`src/hdl/modular_exponentiation_assert.svh`:
```
// Assertion shorthands used by the modular exponentiation top level.
// Each macro expects signals named clk and arst_n in the enclosing scope.
`ifndef MODULAR_EXPONENTIATION_ASSERT_SVH
`define MODULAR_EXPONENTIATION_ASSERT_SVH

// Same-cycle implication.
`define MEXP_ASSERT_IMP(lbl, ante, cons) \
	lbl: assert property (@(posedge clk) disable iff (!arst_n) (ante) |-> (cons)) \
		else $error("mexp check failed");

// Next-cycle implication.
`define MEXP_ASSERT_NXT(lbl, ante, cons) \
	lbl: assert property (@(posedge clk) disable iff (!arst_n) (ante) |=> (cons)) \
		else $error("mexp check failed");

`endif

```
`src/hdl/mexp_pkg.sv`:
```
package mexp_pkg;

	localparam int OP_W  = 63;
	localparam int MOD_W = 31;
	localparam int CNT_W = 6;

	localparam logic [MOD_W-1:0] MOD_RESET = 31'd1000000007;

	// Bit counts loaded into the serial unit.
	localparam logic [CNT_W-1:0] NBITS_OP  = 6'd63;
	localparam logic [CNT_W-1:0] NBITS_MOD = 6'd31;

	typedef enum logic [4:0] {
		ST_IDLE = 5'b00001,
		ST_RED  = 5'b00010,
		ST_LOAD = 5'b00100,
		ST_MUL  = 5'b01000,
		ST_FIN  = 5'b10000
	} state_t;

	typedef struct packed {
		logic             start;
		logic [CNT_W-1:0] nbits;
	} mexp_cmd_t;

	typedef struct packed {
		logic busy;
		logic done;
	} mexp_sts_t;

endpackage

```
`src/hdl/modular_exponentiation.sv`:
```
// Channel   Dir  Width  Contents (lowest bit first)
// s_*       in   128    tdata: base[62:0], exponent[125:63], zero fill
// m_*       out  32     tdata: power[30:0], zero fill
// cfg_*     in   31     modulus, written when cfg_wen is high
//
// One word at a time. Reducing the base runs 63 serial steps and a done pulse. Each
// exponent bit up to the highest one set then runs a load state, 31 serial steps and a
// done pulse; result-times-base and base-squared run in two serial units side by side.
// Reset sets the modulus to 1000000007. A waiting result stalls only the next word's
// final state, not its acceptance.
module modular_exponentiation
	import mexp_pkg::*;
#(
	parameter int EXPONENT_BITS = 63
) (
	input  logic         clk,
	input  logic         arst_n,
	input  logic         s_tvalid,
	output logic         s_tready,
	input  logic [127:0] s_tdata,   // base[62:0], exponent[125:63]
	output logic         m_tvalid,
	input  logic         m_tready,
	output logic [31:0]  m_tdata,   // power[30:0]
	input  logic         cfg_wen,
	input  logic [30:0]  cfg_wdata
);

	`include "modular_exponentiation_assert.svh"

	localparam int PAD_W = OP_W - MOD_W;

	state_t                   state_q;
	logic [MOD_W-1:0]         mod_q;
	logic [MOD_W-1:0]         m_eff;
	logic [EXPONENT_BITS-1:0] k_q;
	logic [MOD_W-1:0]         x_q;
	logic [MOD_W-1:0]         res_q;
	logic [MOD_W-1:0]         out_q;
	logic                     out_valid_q;

	mexp_cmd_t        xcmd;
	mexp_cmd_t        rcmd;
	mexp_sts_t        xsts;
	mexp_sts_t        rsts;
	logic [MOD_W-1:0] xa;
	logic [OP_W-1:0]  xb;
	logic [MOD_W-1:0] xr;
	logic [MOD_W-1:0] rr;
	logic             accept;
	logic             k_more;
	logic             out_load;

	assign m_eff    = (mod_q == '0) ? MOD_W'(1) : mod_q;
	assign s_tready = (state_q == ST_IDLE);
	assign accept   = s_tvalid && s_tready;
	assign k_more   = ((k_q >> 1) != '0);
	assign out_load = (state_q == ST_FIN) && (!out_valid_q || m_tready);

	always_comb begin
		xcmd.start = 1'b0;
		xcmd.nbits = NBITS_MOD;
		// The multiplicand is read on every serial step, so it stays one for the
		// whole reduction.
		xa         = (state_q == ST_RED) ? MOD_W'(1) : x_q;
		xb         = {x_q, {PAD_W{1'b0}}};
		if (accept) begin
			// Reducing the base is a multiply by one with the base as multiplier.
			xcmd.start = 1'b1;
			xcmd.nbits = NBITS_OP;
			xa         = MOD_W'(1);
			xb         = s_tdata[OP_W-1:0];
		end else if (state_q == ST_LOAD) begin
			xcmd.start = 1'b1;
		end
		rcmd.start = (state_q == ST_LOAD);
		rcmd.nbits = NBITS_MOD;
	end

	mexp_mulmod u_xunit (
		.clk    (clk),
		.arst_n (arst_n),
		.cmd    (xcmd),
		.a      (xa),
		.b      (xb),
		.m      (m_eff),
		.sts    (xsts),
		.r      (xr)
	);

	mexp_mulmod u_runit (
		.clk    (clk),
		.arst_n (arst_n),
		.cmd    (rcmd),
		.a      (x_q),
		.b      ({res_q, {PAD_W{1'b0}}}),
		.m      (m_eff),
		.sts    (rsts),
		.r      (rr)
	);

	always_ff @(posedge clk or negedge arst_n) begin
		if (!arst_n) begin
			mod_q <= MOD_RESET;
		end else if (cfg_wen) begin
			mod_q <= cfg_wdata;
		end
	end

	always_ff @(posedge clk or negedge arst_n) begin
		if (!arst_n) begin
			state_q     <= ST_IDLE;
			out_valid_q <= 1'b0;
		end else begin
			if (out_load) begin
				out_valid_q <= 1'b1;
			end else if (m_tready) begin
				out_valid_q <= 1'b0;
			end
			unique case (state_q)
				ST_IDLE: begin
					if (accept) begin
						state_q <= ST_RED;
					end
				end
				ST_RED: begin
					if (xsts.done) begin
						state_q <= (k_q == '0) ? ST_FIN : ST_LOAD;
					end
				end
				ST_LOAD: begin
					state_q <= ST_MUL;
				end
				ST_MUL: begin
					if (xsts.done) begin
						state_q <= k_more ? ST_LOAD : ST_FIN;
					end
				end
				ST_FIN: begin
					if (out_load) begin
						state_q <= ST_IDLE;
					end
				end
				default: begin
					state_q <= ST_IDLE;
				end
			endcase
		end
	end

	always_ff @(posedge clk) begin
		if (accept) begin
			k_q   <= s_tdata[OP_W +: EXPONENT_BITS];
			res_q <= MOD_W'(1);
		end
		if ((state_q == ST_RED) && xsts.done) begin
			x_q <= xr;
		end
		if ((state_q == ST_MUL) && xsts.done) begin
			x_q <= xr;
			k_q <= k_q >> 1;
			if (k_q[0]) begin
				res_q <= rr;
			end
		end
		if (out_load) begin
			out_q <= res_q;
		end
	end

	assign m_tvalid = out_valid_q;
	assign m_tdata  = {1'b0, out_q};

	`MEXP_ASSERT_NXT(a_accept_starts, accept, (state_q == ST_RED) && xsts.busy)
	`MEXP_ASSERT_IMP(a_units_in_step, xsts.busy || rsts.busy,
		(state_q == ST_RED) || (state_q == ST_MUL))
	`MEXP_ASSERT_IMP(a_xunit_reduced, xsts.done, xr < m_eff)
	`MEXP_ASSERT_IMP(a_units_lockstep, state_q == ST_MUL, xsts.done == rsts.done)

endmodule

```
`src/hdl/mexp_mulmod.sv`:
```
// Bit-serial modular multiply: r = (a * b) mod m, scanning b from its top bit.
// Each busy cycle r becomes (2r + bit*a) mod m. With r < m and a < m the sum stays
// below 3m, so one of two parallel subtractions brings it back into range.
module mexp_mulmod
	import mexp_pkg::*;
(
	input  logic             clk,
	input  logic             arst_n,
	input  mexp_cmd_t        cmd,
	input  logic [MOD_W-1:0] a,
	input  logic [OP_W-1:0]  b,
	input  logic [MOD_W-1:0] m,
	output mexp_sts_t        sts,
	output logic [MOD_W-1:0] r
);

	logic [MOD_W-1:0] r_q;
	logic [OP_W-1:0]  b_q;
	logic [CNT_W-1:0] cnt_q;
	logic             busy_q;
	logic             done_q;

	logic [MOD_W+1:0] v;
	logic [MOD_W+2:0] t1;
	logic [MOD_W+2:0] t2;
	logic [MOD_W-1:0] r_next;

	always_comb begin
		v  = {1'b0, r_q, 1'b0} + (b_q[OP_W-1] ? {2'b00, a} : '0);
		t1 = {1'b0, v} - {3'b000, m};
		t2 = {1'b0, v} - {2'b00, m, 1'b0};
		priority if (!t2[MOD_W+2]) begin
			r_next = t2[MOD_W-1:0];
		end else if (!t1[MOD_W+2]) begin
			r_next = t1[MOD_W-1:0];
		end else begin
			r_next = v[MOD_W-1:0];
		end
	end

	always_ff @(posedge clk or negedge arst_n) begin
		if (!arst_n) begin
			busy_q <= 1'b0;
			done_q <= 1'b0;
			cnt_q  <= '0;
		end else begin
			done_q <= 1'b0;
			if (cmd.start) begin
				busy_q <= 1'b1;
				cnt_q  <= cmd.nbits;
			end else if (busy_q) begin
				cnt_q <= cnt_q - 1'b1;
				if (cnt_q == CNT_W'(1)) begin
					busy_q <= 1'b0;
					done_q <= 1'b1;
				end
			end
		end
	end

	always_ff @(posedge clk) begin
		if (cmd.start) begin
			r_q <= '0;
			b_q <= b;
		end else if (busy_q) begin
			r_q <= r_next;
			b_q <= {b_q[OP_W-2:0], 1'b0};
		end
	end

	assign sts.busy = busy_q;
	assign sts.done = done_q;
	assign r        = r_q;

endmodule

```
`config.mk`:
```
export PLATFORM = sky130hd
export DESIGN_NAME = modular_exponentiation
export DESIGN_NICKNAME = d
export VERILOG_FILES = /design/src/hdl/mexp_pkg.sv /design/src/hdl/modular_exponentiation.sv /design/src/hdl/mexp_mulmod.sv
export VERILOG_INCLUDE_DIRS = /design/src /design/src/hdl
export SDC_FILE = /design/constraint.sdc
export NUM_CORES = 1
export LEC_CHECK = 0
export ABC_AREA = 0
export BUFFER_PORTS_ARGS = -buffer_cell sky130_fd_sc_hd__buf_4
export CORE_MARGIN = 3
export CORE_UTILIZATION = 60
export CTS_CLUSTER_DIAMETER = 150
export DETAILED_ROUTE_END_ITERATION = 6
export GPL_ROUTABILITY_DRIVEN = 0
export GPL_TIMING_DRIVEN = 0
export PLACE_DENSITY = 0.77
export SYNTH_ARGS = -nofsm -noshare
export SYNTH_HDL_FRONTEND = slang
export SYNTH_HIERARCHICAL = 1
export SYNTH_SLANG_ARGS = --single-unit
```
`constraint.sdc`:
```
create_clock -name clk -period 19 [get_ports clk]
set_clock_uncertainty 0.2 [all_clocks]
set_input_delay 2.85 -clock clk [delete_from_list [all_inputs] [get_ports clk]]
set_output_delay 2.85 -clock clk [all_outputs]
set_load 0.02 [all_outputs]
```
==> metrics.md, run 1 <==
| Metric | Value |
|---|---|
| Run status | `completed` |
| Sw Ratio | `0.4772` |
| Critical Path Max Stage Delay | `0.46 ns` |
| Setup violations, final | `0` |
| Fin area | `about 31000 um2` |
| Max Cap Viol | `0` |
| Synth warn | `6` |
| CTS clk-pin slew, worst paths | `0.06 ns` |
| Fillers | `3585` |
| TritonCTS clock tree | `built` |
| Die ar. | `48690 um2` |
| Part of the power in the clock network | `0.136` |
| Psw | `2.889 mW` |
| NumNets Final | `3495` |
| Worst slew margin | `0.06898` |
| Final TNS setup | `0 ns` |
| Layout cells sized above 1 | `0.1868` |
| Number of global-route vias before repair | `between 20k and 25k` |
| H-Tree Depth | `2` |
| Grt ovf | `0` |
| Max Buffers Root-to-Sink | `3` |
| WP data required | `19.22 ns` |
| Setup Fix Bufs, Post-CTS | `0` |
| Final wirelength | `82.96 mm` |
| Final Critical Period | `8.861 ns` |
| Largest net degree at the start of global routing | `53` |
| Crit path buf inv count | `6` |
| Clock latency on the worst-skew pair | `slightly below 0.6 ns` |
| F_max | `roughly 0.11 GHz` |
| Post-Place Worst Slack | `9.753 ns` |
| Post-CTS Hold Buffers | `0` |
| Clock sink total | `396` |
| DRC viols | `0` |
| Startpoint Class | `primary input` |
| Fin crit share | `0.4664` |
| Row count | `78` |
| Root buffer selected by CTS | `clkbuf_16` |
| Buffers on Ports | `194` |
| Setup ws final | `10.14 ns` |
| IO Pins | `198` |
| Final Power | `around 6.1 mW` |
| Antenna violations before repair | `1` |
| Post-DP Area | `30110 um2` |
| Worst Max-Slew Pin Slew | `1.379 ns` |
| CTS resizes | `0` |
| Max rail drop VDD | `~170 uV` |
| RSZ-0062 raised after global routing | `false` |
| Crit Path Max Fanout | `10` |
| Antenna diodes | `0` |
| Pint | `3.165 mW` |
| CP Data Arrival Time | `9.08 ns` |
| Drt first pass iters | `6` |
| GRT Total Usage | `0.3312` |
| Number of DRC markers in iteration 0 | `between 2k and 2.5k` |
| Mean Syn Cell Area | `9.690 um2` |
| Antenna viol nets, final | `0` |
| Mapped Area | `about 28000 um2` |
| Max-slew violations | `0` |
| Pwr Density | `around 190 nW/um2` |
| Die H | `220.7 um` |
| DP HPWL | `roughly 64 mm` |
| Crit path kind | `in2reg` |
| Combinational share of power | `0.651` |
| Area Growth Syn to Fin | `13.77%` |
| Initial Utilization | `0.6079` |
| TritonCTS buffer count | `42` |
| Vias per cell | `approximately 6.4` |
| First-pass GRT wire length | `125.9 mm` |
| Die W | `around 220 um` |
| Crit-path slowest cell | `a31oi_1` |
| Core Region | `45480 um2` |
| Vias | `24.23k` |
| Hold crit path type | `reg2reg` |
| Crit. End Element | `register` |
| Synth Instances | `2853` |
| CP top delay family | `compound AO/OA/AOI/OAI gates` |
| Routed wire per std cell | `22.01 um` |
| Static leakage | `13.09 nW` |
| Final hold violations | `0` |
| Sequential share of power | `0.213` |
## worst paths after layout
check	start	end	slack, ns	cells after the start
min in group asynchronous	arst_n	mod_q[8]	2.14	1
worst min-delay path	u_xunit/r[1]	x_q[1]	0.27	0
max in group asynchronous	arst_n	u_xunit/cnt_q[1]	15.91	1
worst max register to register	state_q[1]	u_xunit/r[25]	11.52	30
worst max-delay path	s_tvalid	u_xunit/r[25]	10.14	27
worst min register to register	u_xunit/r[1]	x_q[1]	0.27	0
## power by group through the flow
stage | combinational (mW) | sequential (mW) | clock, mW
after floorplan | 2.89 | 1.24 | 0
after CTS | 3.83 | 1.28 | 0.833
after global placement | 3.68 | 1.30 | 0
final | 3.94 | 1.29 | 0.825
after detailed placement | 3.80 | 1.30 | 0
after global routing | 4.26 | 1.30 | 0.869
## cell type report
class                   instances  area (um2)  area share
plain buffers                 149       688.2     0.02188
multi-input cells            2199       15850      0.5039
flip-flops and latches        396       10710      0.3406
clock buffers                  57        1139     0.03620
well taps                     600       750.7     0.02387
repair buffers                198        1536     0.04885
clock inverters                19       207.7    0.006604
inverters                     151       571.8     0.01818
## layout by cell type (no fill, tap or decap), types with 50 or more instances in the layout
| master | n |
|---|---|
| nand2_1 | 267 |
| a21oi_1 | 199 |
| mux2_2 | 206 |
| nand3_1 | 56 |
| a21o_1 | 50 |
| clkbuf_1 | 110 |
| nor2_1 | 131 |
| edfxtp_1 | 250 |
| dfxtp_1 | 94 |
| and2_1 | 103 |
| o21ai_0 | 117 |
| ha_1 | 188 |
| xnor2_1 | 95 |
| inv_1 | 148 |
| buf_4 | 201 |
| and3_1 | 53 |
## through the flow
stage	hold slack [ns]	util	cells
after floorplan	0.2253	-	2895
after global placement	0.2582	0.6599	3689
after detailed placement	0.2520	0.6620	3693
after CTS	0.2678	0.6916	3769
after global routing	0.2812	0.6916	3769
final	0.2700	0.6916	3769
## state kept, by name (all words and copies together), names as in the netlist, 31 cells and up
| register | cells |
|---|---|
| k_q | 63 |
| mod_q | 31 |
| out_q | 31 |
| res_q | 31 |
| u_runit/b_q | 63 |
| u_runit/r | 31 |
| u_xunit/b_q | 63 |
| u_xunit/r | 31 |
| x_q | 31 |
## metal layers
layer | GRT usage | vias to the layer above | wire length, um
met5 | 0 | - | 0
met4 | 0.1791 | 0 | 5084
met3 | 0.05603 | 308 | 7462
met2 | 0.5435 | 1322 | 38420
met1 | 0.4191 | 11520 | 31990
li1 | - | 11080 | -
(Power assumes the default switching activity.)
==> run 2, diff against run 1 <==
- CORE_UTILIZATION: 60 -> 56
- PLACE_DENSITY: 0.77 -> 0.76
- clock period: 19 -> 7.95 ns (I/O delays scaled with it)
==> run 2 against run 1 <==
Against the previous run:
- the flow now finishes with violations (design-rule violations, max-capacitance violations)
- via count fell by 1.1%
- power rose by 140%
- register-to-register slack got worse by 11 ns
- sequential power rose by 140%
- utilization fell by 3.6 points
- combinational power rose by 140%
- cell count rose by 1.6%
- critical path type is now reg2reg
- largest power group unchanged
- highest routed layer unchanged
==> metrics.md, run 2 (synthesized netlist as in run 1, its figures left out) <==
| Metric | Value |
|---|---|
| TritonCTS clock tree | `built` |
| Critical Path Max Stage Delay | `0.49 ns` |
| Most frequent cells in the layout | `267 x nand2_1, 250 x edfxtp_1, 206 x mux2_2` |
| Final TNS setup | `0 ns` |
| Clock latency on the worst-skew pair | `0.58 ns` |
| DRC viols | `5` |
| Startpoint Class | `register` |
| Max rail drop VDD | `407.3 uV` |
| Post-CTS Hold Buffers | `0` |
| Die ar. | `around 52000 um2` |
| Drt first pass iters | `7` |
| Hold crit path type | `reg2reg` |
| Sequential share of power | `0.211` |
| Number of DRC markers in iteration 0 | `about 2.6k` |
| Max Buffers Root-to-Sink | `3` |
| Hold Slack | `0.2801 ns` |
| Static leakage | `13.14 nW` |
| Worst Max-Slew Pin Slew | `between 1 and 1.5 ns` |
| Hold Path Cell Cnt | `0` |
| RSZ-0062 raised after global routing | `false` |
| First-pass GRT wire length | `roughly 130 mm` |
| GRT Total Usage | `0.3103` |
| Hold EP | `out_q[4]` |
| Number of global-route vias before repair | `23.98k` |
| Psw | `6.930 mW` |
| Finished Core Util | `0.6556` |
| Row count | `80` |
| Run status | `finished with violations` |
| Crit. End Element | `register` |
| Routed wire per std cell | `21.77 um` |
| Failing checks | `design-rule violations, max-capacitance violations` |
| Sw Ratio | `0.4743` |
| Root buffer selected by CTS | `clkbuf_16` |
| Combinational share of power | `0.647` |
| Worst slew margin | `0.01125` |
| Worst r2r path cells | `30` |
| DP HPWL | `between 60 and 70 mm` |
| Setup Fix Bufs, Post-CTS | `0` |
| Crit-path slowest cell | `dfrtp_1` |
| CTS clk-pin slew, worst paths | `0.07 ns` |
| Initial Utilization | `0.5730` |
| Largest net degree at the start of global routing | `53` |
| Final Critical Period | `7.506 ns` |
| Die H | `around 230 um` |
| Die W | `between 200 and 250 um` |
| Finished Layout Cells | `3828` |
| Vias | `23.96k` |
| Final wirelength | `83.33 mm` |
| Antenna violations before repair | `0` |
| Final hold violations | `0` |
| Fillers | `3866` |
| Final Power | `roughly 15 mW` |
| Crit path kind | `reg2reg` |
| Setup violations, final | `0` |
| Pint | `7.682 mW` |
| Pwr Density | `462.0 nW/um2` |
| Vias per cell | `6.259` |
| Largest registers | `k_q (63), u_runit/b_q (63), u_xunit/b_q (63)` |
| F_max | `0.1332 GHz` |
| Max-slew violations | `0` |
| R2R setup slack | `0.44 ns` |
| Clock sink total | `around 400` |
| TritonCTS buffer count | `42` |
| Hold path startpoint | `res_q[4]` |
| IO Pins | `198` |
| Layout cells sized above 1 | `0.1880` |
| Grt ovf | `0` |
| Fin crit share | `0.9441` |
| CTS resizes | `0` |
| Crit Path Max Fanout | `10` |
| Area Growth Syn to Fin | `14.41%` |
| FF-to-FF Start | `state_q[1]` |
| H-Tree Depth | `2` |
| Part of the power in the clock network | `0.142` |
| Most common cell after layout, fill and taps aside | `nand2_1` |
| NumNets Final | `3495` |
| CP Data Arrival Time | `7.74 ns` |
| DP Cell Count | `approximately 3.7k` |
| WP data required | `8.18 ns` |
| Buffers on Ports | `194` |
| Core Region | `48250 um2` |
| Antenna viol nets, final | `0` |
| Max Cap Viol | `1` |
| Crit Reg-Reg Endpoint | `u_xunit/r[25]` |
## run 2: cell types whose count changed in the layout (fill, tap and decap cells not counted), sizes merged
cell and change:
clkinv +5, clkbuf -8, bufinv +4, diode +1, buf -1, inv +2
## run 2: worst max-delay path by stage
stage	to	from
2_1_floorplan	u_xunit/r[1]	s_tvalid
3_3_place_gp	u_xunit/r[27]	s_tvalid
3_5_place_dp	u_xunit/r[25]	s_tvalid
4_1_cts	u_xunit/r[25]	state_q[1]
5_1_grt	u_xunit/r[27]	state_q[1]
6_report	u_xunit/r[25]	state_q[1]
## run 2: routing by layer
metal  GRT usage  vias up  routed length, um
met5           0        -                  0
met4      0.1620        0               4921
met3     0.05190      313               6955
met2      0.5207     1208              39230
met1      0.3853    11360              32210
li1            -    11080                  -
## run 2: final cells by class
cell class	count	area [um2]	share of cell area
antenna	1	2.502	0.00007911
buffer	149	690.7	0.02183
clock buffer	48	1095	0.03461
clock inverter	30	355.3	0.01123
inverter	151	571.8	0.01808
multi-input combinational	2199	15850	0.5010
sequential	396	10710	0.3386
tap	656	820.8	0.02595
timing repair buffer	198	1536	0.04857
## run 2: stage by stage
step                      worst slack [ns]  instance area, um2
final                               0.4440               31630
after global routing               0.08542               31630
after CTS                           0.5627               31630
after detailed placement            0.3458               30180
after global placement              0.4036               30080
after floorplan                      1.718               27800
## run 2: power groups by stage
| stage | Combinational [mW] | Sequential, mW | Clock [mW] |
|---|---|---|---|
| 2_1_floorplan | 6.90 | 2.96 | 0 |
| 3_3_place_gp | 8.80 | 3.11 | 0 |
| 3_5_place_dp | 9.09 | 3.11 | 0 |
| 4_1_cts | 9.16 | 3.08 | 2.10 |
| 5_1_grt | 10.2 | 3.12 | 2.19 |
| 6_report | 9.46 | 3.08 | 2.08 |
## run 2: critical path: cells and delay by family (launching register included)
family / cells / cell delay (ns)
AOI/OAI and AO/OA: 8 / 2.26
and+or+nand+nor: 11 / 1.92
buffers and inverters: 6 / 1.14
adders and majority gates: 3 / 0.76
DFF: 1 / 0.49
muxes: 1 / 0.33
xor gates and xnor gates: 1 / 0.25
